===== config.mk =====
export PLATFORM = sky130hd
export DESIGN_NAME = utfpn_step
export DESIGN_NICKNAME = d
export VERILOG_FILES = /design/src/rtl/utfpn_pkg.sv /design/src/rtl/utfpn_step.sv
export SDC_FILE = /design/constraint.sdc
export NUM_CORES = 1
export LEC_CHECK = 0
export ABC_AREA = 1
export BUFFER_PORTS_ARGS = -buffer_cell sky130_fd_sc_hd__buf_4
export CORE_MARGIN = 2
export CORE_UTILIZATION = 49
export DETAILED_ROUTE_END_ITERATION = 6
export PLACE_DENSITY_LB_ADDON = 0.05
export RECOVER_POWER = 50
export SKIP_LAST_GASP = 1
export SLEW_MARGIN = 10
export SYNTH_ARGS = -nofsm -noshare
export SYNTH_HDL_FRONTEND = slang
export SYNTH_SLANG_ARGS = --single-unit
export TNS_END_PERCENT = 10

===== constraint.sdc =====
create_clock -name vclk -period 3.7
set_clock_uncertainty 0.05 [all_clocks]
set_input_delay 0.555 -clock vclk [all_inputs]
set_output_delay 0.555 -clock vclk [all_outputs]
set_load 0.05 [all_outputs]

===== src/rtl/utfpn_pkg.sv =====
`timescale 1ns / 1ps
// ----------------------------------------------------------------------------
// utfpn_pkg
// Types and constants shared by the printable UTF-8 name checker.
// ----------------------------------------------------------------------------
package utfpn_pkg;

   localparam int unsigned CountW   = 17;
   localparam int unsigned MaxLenW  = 16;
   localparam int unsigned CpW      = 21;
   localparam int unsigned CsrIdxW  = 2;
   localparam int unsigned CsrDataW = 16;

   localparam logic [CountW-1:0] CountMax = 17'h1FFFF;
   localparam logic [MaxLenW-1:0] MaxLenReset = 16'd32;

   localparam logic [CpW-1:0] CpMin3     = 21'h000800;
   localparam logic [CpW-1:0] CpMin4     = 21'h010000;
   localparam logic [CpW-1:0] CpSurroLo  = 21'h00D800;
   localparam logic [CpW-1:0] CpSurroHi  = 21'h00DFFF;
   localparam logic [CpW-1:0] CpMax      = 21'h10FFFF;
   localparam logic [CpW-1:0] CpC1Max    = 21'h00009F;

   localparam logic [7:0] ContMask  = 8'hC0;
   localparam logic [7:0] ContValue = 8'h80;

   // configuration register indexes
   typedef enum logic [CsrIdxW-1:0] {
      CSR_NAME_RULES  = 2'd0,
      CSR_MAX_LEN     = 2'd1,
      CSR_ALLOW_EMPTY = 2'd2
   } csr_index_type;

   typedef enum logic [2:0] {
      REASON_OK        = 3'd0,
      REASON_TOO_LONG  = 3'd1,
      REASON_EMPTY     = 3'd2,
      REASON_FORBIDDEN = 3'd3,
      REASON_CONTROL   = 3'd4,
      REASON_MALFORMED = 3'd5
   } reason_type;

   typedef struct packed {
      logic             name_rules;
      logic [MaxLenW-1:0] max_len;
      logic             allow_empty;
   } config_type;

   typedef struct packed {
      logic [1:0]        pending;
      logic [2:0]        seq_len;
      logic [CpW-1:0]    code_point;
      logic [CountW-1:0] byte_count;
      reason_type        first_error;
      logic              forbidden_seen;
      logic              terminated;
   } text_state_type;

   localparam text_state_type TextStateClear = '{
      pending:        2'd0,
      seq_len:        3'd0,
      code_point:     '0,
      byte_count:     '0,
      first_error:    REASON_OK,
      forbidden_seen: 1'b0,
      terminated:     1'b0
   };

endpackage


===== src/rtl/utfpn_step.sv =====
`timescale 1ns / 1ps
// ----------------------------------------------------------------------------
// utfpn_step
// Per-byte decode: next text state and the verdict for a closing transaction.
// ----------------------------------------------------------------------------
module utfpn_step (
   input  utfpn_pkg::config_type     cfg,
   input  utfpn_pkg::text_state_type cur,
   input  logic [7:0]                data_byte,
   input  logic                      byte_present,
   output utfpn_pkg::text_state_type nxt,
   output utfpn_pkg::reason_type     verdict
);

   logic [utfpn_pkg::CpW-1:0] cp_shift;
   logic                      cp_malformed;
   logic                      cp_control;
   utfpn_pkg::reason_type     stream_err;

   // code point after appending this continuation byte
   assign cp_shift = {cur.code_point[utfpn_pkg::CpW-7:0], data_byte[5:0]};

   assign cp_malformed = (cur.seq_len == 3'd3 && cp_shift < utfpn_pkg::CpMin3) ||
                         (cur.seq_len == 3'd4 && cp_shift < utfpn_pkg::CpMin4) ||
                         (cp_shift >= utfpn_pkg::CpSurroLo &&
                          cp_shift <= utfpn_pkg::CpSurroHi) ||
                         (cp_shift > utfpn_pkg::CpMax);
   assign cp_control   = (cp_shift <= utfpn_pkg::CpC1Max);

   always_comb begin
      nxt = cur;
      if (byte_present && !cur.terminated) begin
         if (cfg.name_rules && data_byte == 8'h00) begin
            nxt.terminated = 1'b1;
            if (cur.pending != 2'd0) begin
               nxt.pending = 2'd0;
               if (cur.first_error == utfpn_pkg::REASON_OK)
                  nxt.first_error = utfpn_pkg::REASON_MALFORMED;
            end
         end else begin
            if (cur.byte_count != utfpn_pkg::CountMax)
               nxt.byte_count = cur.byte_count + 1'b1;
            case (data_byte) inside
               8'h2B, 8'h23, 8'h2F, 8'h22, 8'h5C: nxt.forbidden_seen = 1'b1;
               default: ;
            endcase
            if (cur.pending != 2'd0) begin
               if ((data_byte & utfpn_pkg::ContMask) == utfpn_pkg::ContValue) begin
                  nxt.code_point = cp_shift;
                  nxt.pending    = cur.pending - 2'd1;
                  if (cur.pending == 2'd1 && cur.first_error == utfpn_pkg::REASON_OK) begin
                     if (cp_malformed)
                        nxt.first_error = utfpn_pkg::REASON_MALFORMED;
                     else if (cp_control)
                        nxt.first_error = utfpn_pkg::REASON_CONTROL;
                  end
               end else begin
                  // bad continuation: the byte is eaten with the broken sequence
                  nxt.pending = 2'd0;
                  if (cur.first_error == utfpn_pkg::REASON_OK)
                     nxt.first_error = utfpn_pkg::REASON_MALFORMED;
               end
            end else begin
               case (data_byte) inside
                  [8'hC2:8'hDF]: begin
                     nxt.pending    = 2'd1;
                     nxt.seq_len    = 3'd2;
                     nxt.code_point = {16'd0, data_byte[4:0]};
                  end
                  [8'hE0:8'hEF]: begin
                     nxt.pending    = 2'd2;
                     nxt.seq_len    = 3'd3;
                     nxt.code_point = {17'd0, data_byte[3:0]};
                  end
                  [8'hF0:8'hF4]: begin
                     nxt.pending    = 2'd3;
                     nxt.seq_len    = 3'd4;
                     nxt.code_point = {18'd0, data_byte[2:0]};
                  end
                  [8'h80:8'hC1], [8'hF5:8'hFF]: begin
                     if (cur.first_error == utfpn_pkg::REASON_OK)
                        nxt.first_error = utfpn_pkg::REASON_MALFORMED;
                  end
                  [8'h00:8'h1F], 8'h7F: begin
                     if (cur.first_error == utfpn_pkg::REASON_OK)
                        nxt.first_error = utfpn_pkg::REASON_CONTROL;
                  end
                  default: ;
               endcase
            end
         end
      end
   end

   // verdict from the updated state
   always_comb begin
      stream_err = nxt.first_error;
      if (stream_err == utfpn_pkg::REASON_OK && nxt.pending != 2'd0)
         stream_err = utfpn_pkg::REASON_MALFORMED;
      verdict = stream_err;
      if (cfg.name_rules) begin
         if (nxt.byte_count > {1'b0, cfg.max_len})
            verdict = utfpn_pkg::REASON_TOO_LONG;
         else if (nxt.byte_count == '0)
            verdict = cfg.allow_empty ? utfpn_pkg::REASON_OK : utfpn_pkg::REASON_EMPTY;
         else if (nxt.forbidden_seen)
            verdict = utfpn_pkg::REASON_FORBIDDEN;
      end
   end

endmodule


* Word level (Yosys, flattened, before mapping)
Index checks and enable logic that the tools add are counted.
** Cells by class
- Add/sub/neg operators :: 2
- Order comparisons :: 19
- Equality and inequality tests :: 11
- Muxes and demuxes :: 36
- Reduce and logical (&&, ||, !) cells :: 26
** Operator list (number)
- $mux W26 :: 3
- $mux W3 :: 20
- $mux W48 :: 1
- $mux W21 :: 2
- $mux W41 :: 1
- $ge A8 B8 Y1 const B :: 5
- $le A8 B8 Y1 const B :: 5
- $eq A8 B6 Y1 const B :: 4
- $ge A21 B16 Y1 const B :: 1
- $gt A21 B21 Y1 const B :: 1
- $le A21 B16 Y1 const B :: 1
- $le A21 B8 Y1 const B :: 1
- $lt A21 B12 Y1 const B :: 1
- $lt A21 B17 Y1 const B :: 1
- $add A17 B1 Y17 const B :: 1
- $gt A17 B16 Y1 :: 1
- $logic_not A17 Y1 :: 1
- $mux W17 :: 1
- $ne A17 B17 Y1 const B :: 1
- $eq A8 B7 Y1 const B :: 2
- $logic_and A1 B1 Y1 :: 13
- $mux W2 :: 5
- $ge A8 B1 Y1 const B :: 1
- $le A8 B5 Y1 const B :: 1
- other kinds (13) :: 20
** Storage, ports and cells
- Flip-flop bits (word level) :: 0
- Input port bits :: 75
- Output and inout port bits :: 51
- Word-level logic and storage cells :: 94

* Depth between registers and ports, before layout
Gate-level depths: netlist of the first run.
- Depth in word-level cells :: 18
- Gate-level depth with buffers :: 22
- Depth with buffers taken out :: 22

* Worst setup path after synthesis of the first run
OpenSTA, ideal clock, no wires.
- Kind :: in2out
- From :: input cur[5] in the netlist's numbering
- To :: output verdict[1]
- Arrival :: 3917 ps
- Data required time :: 3095 ps
- Path slack :: -822 ps
- Stages :: 18
- Path buffers :: 0
- Cell sequence :: ha_1 > nand2_1 > inv_2 > nand2_2 > nor2_4 > nand2_1 > inv_1 > nand3_2 > nor2_1 > xor2_1 > ha_1 > a21oi_1 > o211ai_1 > a21oi_1 > nand3_1 > nand3_1 > nand2_1 > nor2_1
** RTL lines
- start, declared :: line utfpn_step.sv:8 : input utfpn_pkg::text_state_type cur,
- end, declared :: line utfpn_step.sv:12 : output utfpn_pkg::reason_type verdict

* Worst setup path in the final report of the first run
- From :: input cur[6] in the netlist's numbering
- To :: output verdict[1]
** On the way
- Cells in the longest elaborated chain, start to end :: 8
- Elaborated cells between the ends (all ways) :: 10
- Those cells by class :: add/sub (1); order compare (1); eq/ne (1); mux (6); reduce/logical (1)
** Ends and longest elaborated chain
- $add A17 B1 Y17 / $ne A17 B17 Y1 (equally long branches) :: line utfpn_step.sv:42, utfpn_step.sv:41
- $mux W17 :: line utfpn_step.sv:41 : if (cur.byte_count != utfpn_pkg::CountMax)
- $mux W41 :: line utfpn_step.sv:33 : if (cfg.name_rules && data_byte == 8'h00) begin
- $mux W48 (*) :: line utfpn_step.sv:32 : if (byte_present && !cur.terminated) begin
- branches (longest 2 deep; another with $gt A17 B16 Y1)
- $mux W3 (*) :: line utfpn_step.sv:102 : if (nxt.byte_count > {1'b0, cfg.max_len})
- $mux W3 (*) :: line utfpn_step.sv:101 : if (cfg.name_rules) begin
Mark *: on every way between the ends.

==> results.cfg, run 1 <==
[timing]
rsz0062_at_grt = true
period_share = 1.010
whs_ns = 1.435
min_period_ns = 3.738
relSlewSlack = 0.5921
tightest_slew_ns = 0.6078
clock.fmax_mhz = 267.5
hold_viol = 0
maxSlewViolCount = 0
setup_tns_ns = -0.09890
worst_slack_ns = -0.03826
setup_viol = 3

[route]
final_antenna_net_count = 0
wire_per_inst_um = 15.39
dr.pass1.iters = 6
via_per_inst = 5.798
drtIter0Drc = 453
wirelength_mm = 11.04
drc = 0
vias = 4157

[critical_path]
required_ns = 3.09
path_class = in -> out
start_kind = primary input
cp-end-kind = output port
arrival_ns = 3.13
crit_path_max_fanout = 9
critPathLaunch = cur[6]

[layout]
seq_cell_count = 0
area_growth_pct = 62.93
final_nets = 746
seqCellArea_sq_um = 0
nClkBuffers = 0
fin_area_sq_um = 4020
diodes = 0
drive_above_1_share = 0.3446
final_util = 0.8400

[grt]
grt_pass1_vias = 3405
grt_pass1_wl_mm = 14.23
antenna_found_initial = 0
grt-ovfl-total = 0
gr-usage-all-layers = 0.3112
grt_max_degree = 20

[placed_design]
place_area_sq_um = 3625
portBuffers = 126
dp.final_hpwl_mm = 7.716
gp_congestion = 0.9809

[synth]
synthTopCellsByCount = 154 x nand2_1, 100 x inv_1, 53 x nor2_1
yosysTopAreaCell = nand2_1
synth_fp_nets = 601
synth_cell_types = 38
ys_warn_count = 0
synth_top_area_frac = 0.2343
yosysSeqAreaShare = 0
syn_area_per_cell_sq_um = 4.867
synthTopCellsByArea = nand2_1 23%, inv_1 15%, ha_1 9.6%
synth_area_sq_um = 2467
yosysMostFrequentCell = nand2_1
netlist_instances = 507

[power]
p_leak_nw = 2.182
peakVddDrop_uv = 124.9
power_density_nw_per_um2 = 149.4

[worst_hold_path]
min_path_type = in -> out
hp-start = cur[0]

[floorplanning]
dieArea_sq_um = 5619
start_util = 0.5156
die_h_um = 74.96
die_w_um = 74.96
core-area_sq_um = 4786
row_count = 25
ios = 126

[outcome]
violations = negative setup slack
outcome = finished with violations

[job]
maxCapViolCount = 0
critical path, stage by stage:
cell and delay (ns):
buf_8 0.09, ha_4 0.14, nand2_2 0.05, inv_2 0.08, nand2_2 0.08, nor2_2 0.21
nand3_4 0.16, nand3_1 0.10, nand2_1 0.06, nand2_1 0.08, nand2_2 0.08, inv_1 0.10
ha_1 0.26, nand2_1 0.08, inv_1 0.06, o21bai_1 0.15, a21oi_1 0.08, o21ai_1 0.16
nand3_2 0.10, nand3_2 0.11, nand2_1 0.10, nor2_4 0.09, buf_6 0.16
cell families (layout without fill, tap and decap cells):
| family | count (synthesis) | in the layout | share of synthesized area |
|---|---|---|---|
| XOR/XNOR | 5 | 5 | 0.01775 |
| AO/OA/AOI/OAI | 78 | 78 | 0.1851 |
| adder cells (fa/ha/maj) | 19 | 19 | 0.09635 |
| AND/OR/NAND/NOR | 292 | 292 | 0.5259 |
| buffers and inverters | 113 | 256 | 0.1749 |
area by class of cell:
| type | count | area (sq um) |
|---|---|---|
| multi-input cells | 394 | 2371 |
| repair buffers | 151 | 1167 |
| fillers | 313 | 765.7 |
| inverters | 105 | 397.9 |
| well taps | 67 | 83.83 |
per-stage QoR:
stage | cells | power (mW) | setup WS (ns)
global route | 717 | 0.6364 | -0.1574
detailed placement | 703 | 0.5269 | -0.02237
floorplan | 507 | 0.3317 | 0.01611
global placement | 703 | 0.5191 | 0.06420
finish | 717 | 0.6008 | -0.03826
CTS | 706 | 0.5297 | 0.004768
routing by layer:
layer,global-route usage,part of all wire,vias to the layer above
met5,0,0,-
met4,0.1190,0.058,0
met3,0.02008,0.098,76
met2,0.5926,0.49,323
met1,0.3587,0.36,1833
li1,-,-,1925
repair_timing:
action / in CTS / in global routing
buffers inserted: 3 / 11
cloned: 0 / 0
setup endpoints to repair: 1 / 3
gates resized for setup: 3 / 64
pin swaps: 0 / 25
hold buffers: 0 / 0
final timing paths:
kind	end	slack, ns	cells after the start
worst min-delay path	nxt[0]	1.44	3
worst max-delay path	verdict[1]	-0.04	23
cells in the final DEF, fill, tap and decap left out, types with 2 or more instances in the layout:
cell type	instances
nand2_1	141
buf_4	141
inv_1	92
nor2_1	44
nand3_1	37
o21ai_0	31
nand4_1	19
nand2_2	15
a21oi_1	15
o22ai_1	13
inv_2	12
ha_4	11
nor2_4	9
nor2_2	8
ha_1	8
buf_6	5
nand2_4	4
nand3_2	4
o21bai_1	4
o21ai_1	4
buf_8	3
nand3_4	2
xor2_4	2
nor3_1	2
nor4_1	2
a21oi_4	2
xor2_1	2
clkbuf_1	2
report_power, final:
part | total, mW | switching (mW) | internal [mW] | leakage (nW)
clock | 0 | 0 | 0 | 0
sequential | 0 | 0 | 0 | 0
combinational | 0.601 | 0.385 | 0.216 | 2.18
No activity file was read; power rests on OpenSTA's default activity.
==> run 2, diff against run 1 <==
--- a/config.mk
+++ b/config.mk
@@ -5,10 +5,9 @@
 export SDC_FILE = /design/constraint.sdc
 export NUM_CORES = 1
 export LEC_CHECK = 0
-export ABC_AREA = 1
 export BUFFER_PORTS_ARGS = -buffer_cell sky130_fd_sc_hd__buf_4
 export CORE_MARGIN = 2
-export CORE_UTILIZATION = 49
+export CORE_UTILIZATION = 46
 export DETAILED_ROUTE_END_ITERATION = 6
 export PLACE_DENSITY_LB_ADDON = 0.05
 export RECOVER_POWER = 50
==> results.cfg, run 2 <==
[critical_path]
cp_top_family = compound AO/OA/AOI/OAI gates
worstPathCellList = buf_4 -> or4_4 -> o31a_1 -> nand2b_4 -> buf_4 -> nand2_1 -> o21ai_2 -> ha_1 -> nor2b_1 -> o21ai_0 -> a21oi_2 -> a2111oi_4 -> o21bai_2 -> and2_4 -> o21bai_1 -> buf_4
cp-end-kind = output port
required_ns = 3.09
cp-endpoint = verdict[0]
path_depth = 16
crit_slowest_cell = or4_4
crit_top_cell = buf_4
worst-path-buf-inv = 3
arrival_ns = 3.84
start_kind = primary input
slowest_delay_ns = 0.54
crit_path_max_fanout = 5
path_class = in -> out
critPathLaunch = data_byte[5]

[timing]
tightest_slew_ns = 0.9939
period_share = 1.201
setup_viol = 3
clock.fmax_mhz = 225.0
hold_viol = 0
rsz0062_at_grt = true
maxSlewViolCount = 0
min_period_ns = 4.445
setup_tns_ns = -2.211
worst_slack_ns = -0.7447
relSlewSlack = 0.3350

[grt]
grt_max_degree = 17
gr-usage-met3 = 0.04906
grt_pass1_wl_mm = 15.06
antenna_found_initial = 0
busiest_layer = met2
grt_use_met1 = 0.4503
grt-ovfl-total = 0
gr-usage-all-layers = 0.3636
met2_usage = 0.6360
grt_pass1_vias = 3220

[synth]
synth_compound_area_frac = 0.3181
synthTopCellsByArea = ha_1 12%, a22o_1 7.0%, inv_1 5.3%
synth_cell_types = 57
syn_area_per_cell_sq_um = 6.585
synth_mux_area_frac = 0.02687
yosysSeqAreaShare = 0
yosysTopAreaCell = ha_1
yosys.area_share.simple = 0.3669
synth_top_family_by_area = simple AND/OR/NAND/NOR gates
synth_area_sq_um = 2002
synth_top_area_frac = 0.1188
synth-adder-area-share = 0.1188
netlist_instances = 304
synth_fp_nets = 398
synth_xor_area_frac = 0.07875
ys_warn_count = 0
yosysMostFrequentCell = inv_1
synthTopCellsByCount = 28 x inv_1, 26 x nand2_1, 19 x ha_1, 19 x nor3_1, 17 x nor2_1

[route]
wire_per_inst_um = 21.95
final_antenna_net_count = 0
wirelength_mm = 11.90
via_per_inst = 6.941
dr.pass1.iters = 6
drtIter0Drc = 531
vias = 3762
drc = 0

[layout]
nClkBuffers = 0
final_common_cell = buf_4
drive_above_1_share = 0.5081
final_nets = 588
final_cell_mix = 199 x buf_4, 28 x inv_1, 26 x nand2_1, 17 x ha_1
seqCellArea_sq_um = 0
fin_cells = 542
area_growth_pct = 91.19
diodes = 0
seq_cell_count = 0

[floorplanning]
core-area_sq_um = 4086
row_count = 23
start_util = 0.4899
dieArea_sq_um = 4896
die_h_um = 69.97
die_w_um = 69.97
ios = 126

[placed_design]
dp.final_hpwl_mm = 7.801
portBuffers = 126
gp_congestion = 0.9448
placed_cells_incl_taps = 540

[power]
total_power_mw = 0.5756
power_density_nw_per_um2 = 150.4
p_leak_nw = 1.845
peakVddDrop_uv = 113.3

[worst_hold_path]
min_path_type = in -> out

[outcome]
outcome = finished with violations
violations = negative setup slack

[job]
maxCapViolCount = 0
-- run 2: changes by cell type in the layout (fill, tap and decap cells not counted), moves of 9 or more --
cell     change
nand2_1    -115
inv_1       -64
buf_4       +58
nand3_1     -30
nor2_1      -28
o21ai_0     -21
a22o_1      +16
nand2_2     -15
nor3_1      +13
inv_2       -12
o22ai_1     -12
ha_4        -10
ha_1         +9
-- run 2: cell type report --
| type | instances | area [sq um] |
|---|---|---|
| multi-input cells | 257 | 2112 |
| well taps | 50 | 62.56 |
| repair buffers | 207 | 1548 |
| inverters | 28 | 105.1 |
| fillers | 141 | 259.0 |
-- run 2: logic make-up (layout without fill, tap and decap cells) --
family / after synthesis / in the layout
adders and majority gates: 19 / 19
buffers and inverters: 47 / 235
muxes: 5 / 5
AOI/OAI and AO/OA: 83 / 83
xor gates and xnor gates: 18 / 18
and+or+nand+nor: 132 / 132
-- run 2: worst min path at each step --
stage / from / endpoint / slack, ns / cells past startpoint
2_1_floorplan: cur[14] / nxt[14] / 1.18 / 1
3_3_place_gp: cur[3] / nxt[3] / 1.39 / 2
3_5_place_dp: cur[3] / nxt[3] / 1.39 / 2
4_1_cts: cur[3] / nxt[3] / 1.39 / 2
5_1_grt: cur[1] / nxt[1] / 1.45 / 3
6_report: cur[41] / nxt[41] / 1.44 / 3
-- run 2: metrics by stage --
step,hold WS [ns],util,setup WS (ns),cell area [sq um]
2_1_floorplan,1.180,-,-0.7855,2216
3_3_place_gp,1.386,0.9143,-0.6660,3736
3_5_place_dp,1.389,0.9143,-0.9154,3736
4_1_cts,1.390,0.9238,-0.6678,3775
5_1_grt,1.446,0.9366,-0.7604,3827
6_report,1.436,0.9366,-0.7447,3827
-- run 2: what timing repair did --
action | in CTS | in global routing
resized for setup | 6 | 12
setup endpoints to repair | 3 | 4
pin swaps | 3 | 5
setup buffers | 2 | 0
hold buffers | 0 | 0
gates cloned | 0 | 0
hold endpoints to repair | 0 | 0
-- run 2: worst min-delay path: stages --
cell	delay, ns
buf_4	0.08
a22o_1	0.11
buf_4	0.19
-- run 2: where the power goes --
group	internal (mW)	total, mW	switching, mW
logic	0.232	0.576	0.344
registers	0	0	0
clock network	0	0	0
-- run 2: routing by layer --
| metal | wire length [um] | vias to the layer above |
|---|---|---|
| met5 | 0 | - |
| met4 | 876 | 0 |
| met3 | 1627 | 129 |
| met2 | 5565 | 415 |
| met1 | 3830 | 1675 |
| li1 | - | 1543 |
==> run 3, diff against run 2 <==
--- a/config.mk
+++ b/config.mk
@@ -5,11 +5,12 @@
 export SDC_FILE = /design/constraint.sdc
 export NUM_CORES = 1
 export LEC_CHECK = 0
+export ABC_AREA = 1
 export BUFFER_PORTS_ARGS = -buffer_cell sky130_fd_sc_hd__buf_4
 export CORE_MARGIN = 2
-export CORE_UTILIZATION = 46
+export CORE_UTILIZATION = 49
 export DETAILED_ROUTE_END_ITERATION = 6
-export PLACE_DENSITY_LB_ADDON = 0.05
+export PLACE_DENSITY = 0.83
 export RECOVER_POWER = 50
 export SKIP_LAST_GASP = 1
 export SLEW_MARGIN = 10
==> results.cfg, run 3 (synthesis gave the netlist of run 1 again) <==
[route]
final_antenna_net_count = 0
via_per_inst = 5.715
wirelength_mm = 11.50
dr.pass1.iters = 5
vias = 4069
drc = 0
drtIter0Drc = 365
wire_per_inst_um = 16.16

[power]
power.switching_mw = 0.3881
p_sw_frac = 0.6518
pwr-share-comb = 1.000
p_leak_nw = 2.151
power_density_nw_per_um2 = 151.6
clkPwrFrac = 0
peakVddDrop_uv = 121.7
intPower_mw = 0.2074
pwr-share-seq = 0

[critical_path]
slowest_delay_ns = 0.29
arrival_ns = 3.15
start_kind = primary input
critPathLaunch = cur[5]
required_ns = 3.09
crit_top_cell = nand2_1
cp-end-kind = output port
crit_slowest_cell = ha_1
path_class = in -> out
worstPathCellList = buf_4 -> ha_4 -> nand2_1 -> inv_2 -> nand2_2 -> buf_4 -> o21ai_1 -> nand2_1 -> nand3_1 -> nand2_1 -> a21oi_4 -> ha_1 -> nand2_1 -> inv_1 -> o21ai_0 -> nand2_1 -> o21ai_1 -> nand3_1 -> nand3_2 -> nand2_1 -> nor2_4 -> buf_8
crit_path_max_fanout = 4

[worst_hold_path]
min_to = nxt[4]
min_path_type = in -> out
hp-start = cur[4]
hold_path_depth = 4

[placed_design]
gp_congestion = 1.077
portBuffers = 126
placed_cells_incl_taps = 703
dp.final_hpwl_mm = 8.030

[timing]
setup_tns_ns = -0.1187
hold_viol = 0
clock.fmax_mhz = 266.5
maxSlewViolCount = 0
period_share = 1.014
tightest_slew_ns = 0.6725
rsz0062_at_grt = true
setup_viol = 3
relSlewSlack = 0.5500
worst_slack_ns = -0.05240
min_period_ns = 3.752

[layout]
seqCellArea_sq_um = 0
diodes = 0
n_fill_cell = 362
area_growth_pct = 59.23
nClkBuffers = 0
final_nets = 741
seq_cell_count = 0
drive_above_1_share = 0.3287
fin_cells = 712
final_cell_mix = 147 x nand2_1, 139 x buf_4, 95 x inv_1, 41 x nor2_1, 37 x nand3_1
final_common_cell = nand2_1
multi_input_area_sq_um = 2344

[grt]
grt_pass1_vias = 3430
grt_pass1_wl_mm = 14.75
gr-usage-all-layers = 0.3265
grt_max_degree = 20
grt-ovfl-total = 0
antenna_found_initial = 0

[floorplanning]
start_util = 0.5156
die_h_um = 74.96
die_w_um = 74.96
dieArea_sq_um = 5619
core-area_sq_um = 4786
ios = 126
row_count = 25

[outcome]
outcome = finished with violations
violations = negative setup slack

[job]
maxCapViolCount = 0

[cts]
postCtsHoldBufs = 0
## run 3: final cells by class
class / instances / area share
inverters: 105 / 0.1003
multi-input cells: 394 / 0.5965
repair buffers: 146 / 0.2818
well taps: 67 / 0.02134
## run 3: timing repair
item	CTS	global route
buffers inserted	2	7
setup endpoints to repair	3	3
pin swaps	3	16
gates resized for setup	5	50
cloned	0	0
## run 3: power by group through the flow
stage	combinational [mW]	sequential, mW	clock [mW]
3_3_place_gp	0.520	0	0
6_report	0.595	0	0
3_5_place_dp	0.528	0	0
2_1_floorplan	0.332	0	0
5_1_grt	0.628	0	0
4_1_cts	0.533	0	0
## run 3: worst max-delay path by stage
stage,to,depth (start not counted)
after global placement,verdict[0],18
final,verdict[1],22
after CTS,verdict[2],20
after floorplan,verdict[1],20
after global routing,verdict[1],20
after detailed placement,verdict[1],20
## run 3: stage by stage
stage	util	worst slack [ns]	instance area, sq um	hold slack [ns]	power (mW)
floorplan	-	0.01611	2550	1.195	0.3317
global placement	0.7574	0.07972	3625	1.358	0.5199
detailed placement	0.7574	-0.03815	3625	1.362	0.5277
CTS	0.7655	0.01835	3664	1.360	0.5329
global route	0.8209	-0.2027	3929	1.459	0.6281
finish	0.8209	-0.05240	3929	1.442	0.5955
## run 3: critical path: cells and delay by family
| family | cells | cell delay [ns] |
|---|---|---|
| and+or+nand+nor | 11 | 0.98 |
| buffers and inverters | 5 | 0.60 |
| AOI/OAI and AO/OA | 4 | 0.58 |
| adders and majority gates | 2 | 0.43 |
## run 3: per-layer routing
metal,global-route usage,wire length [um]
met1,0.3817,4125
met2,0.6140,5601
met3,0.02544,1001
met4,0.1210,775
met5,0,0
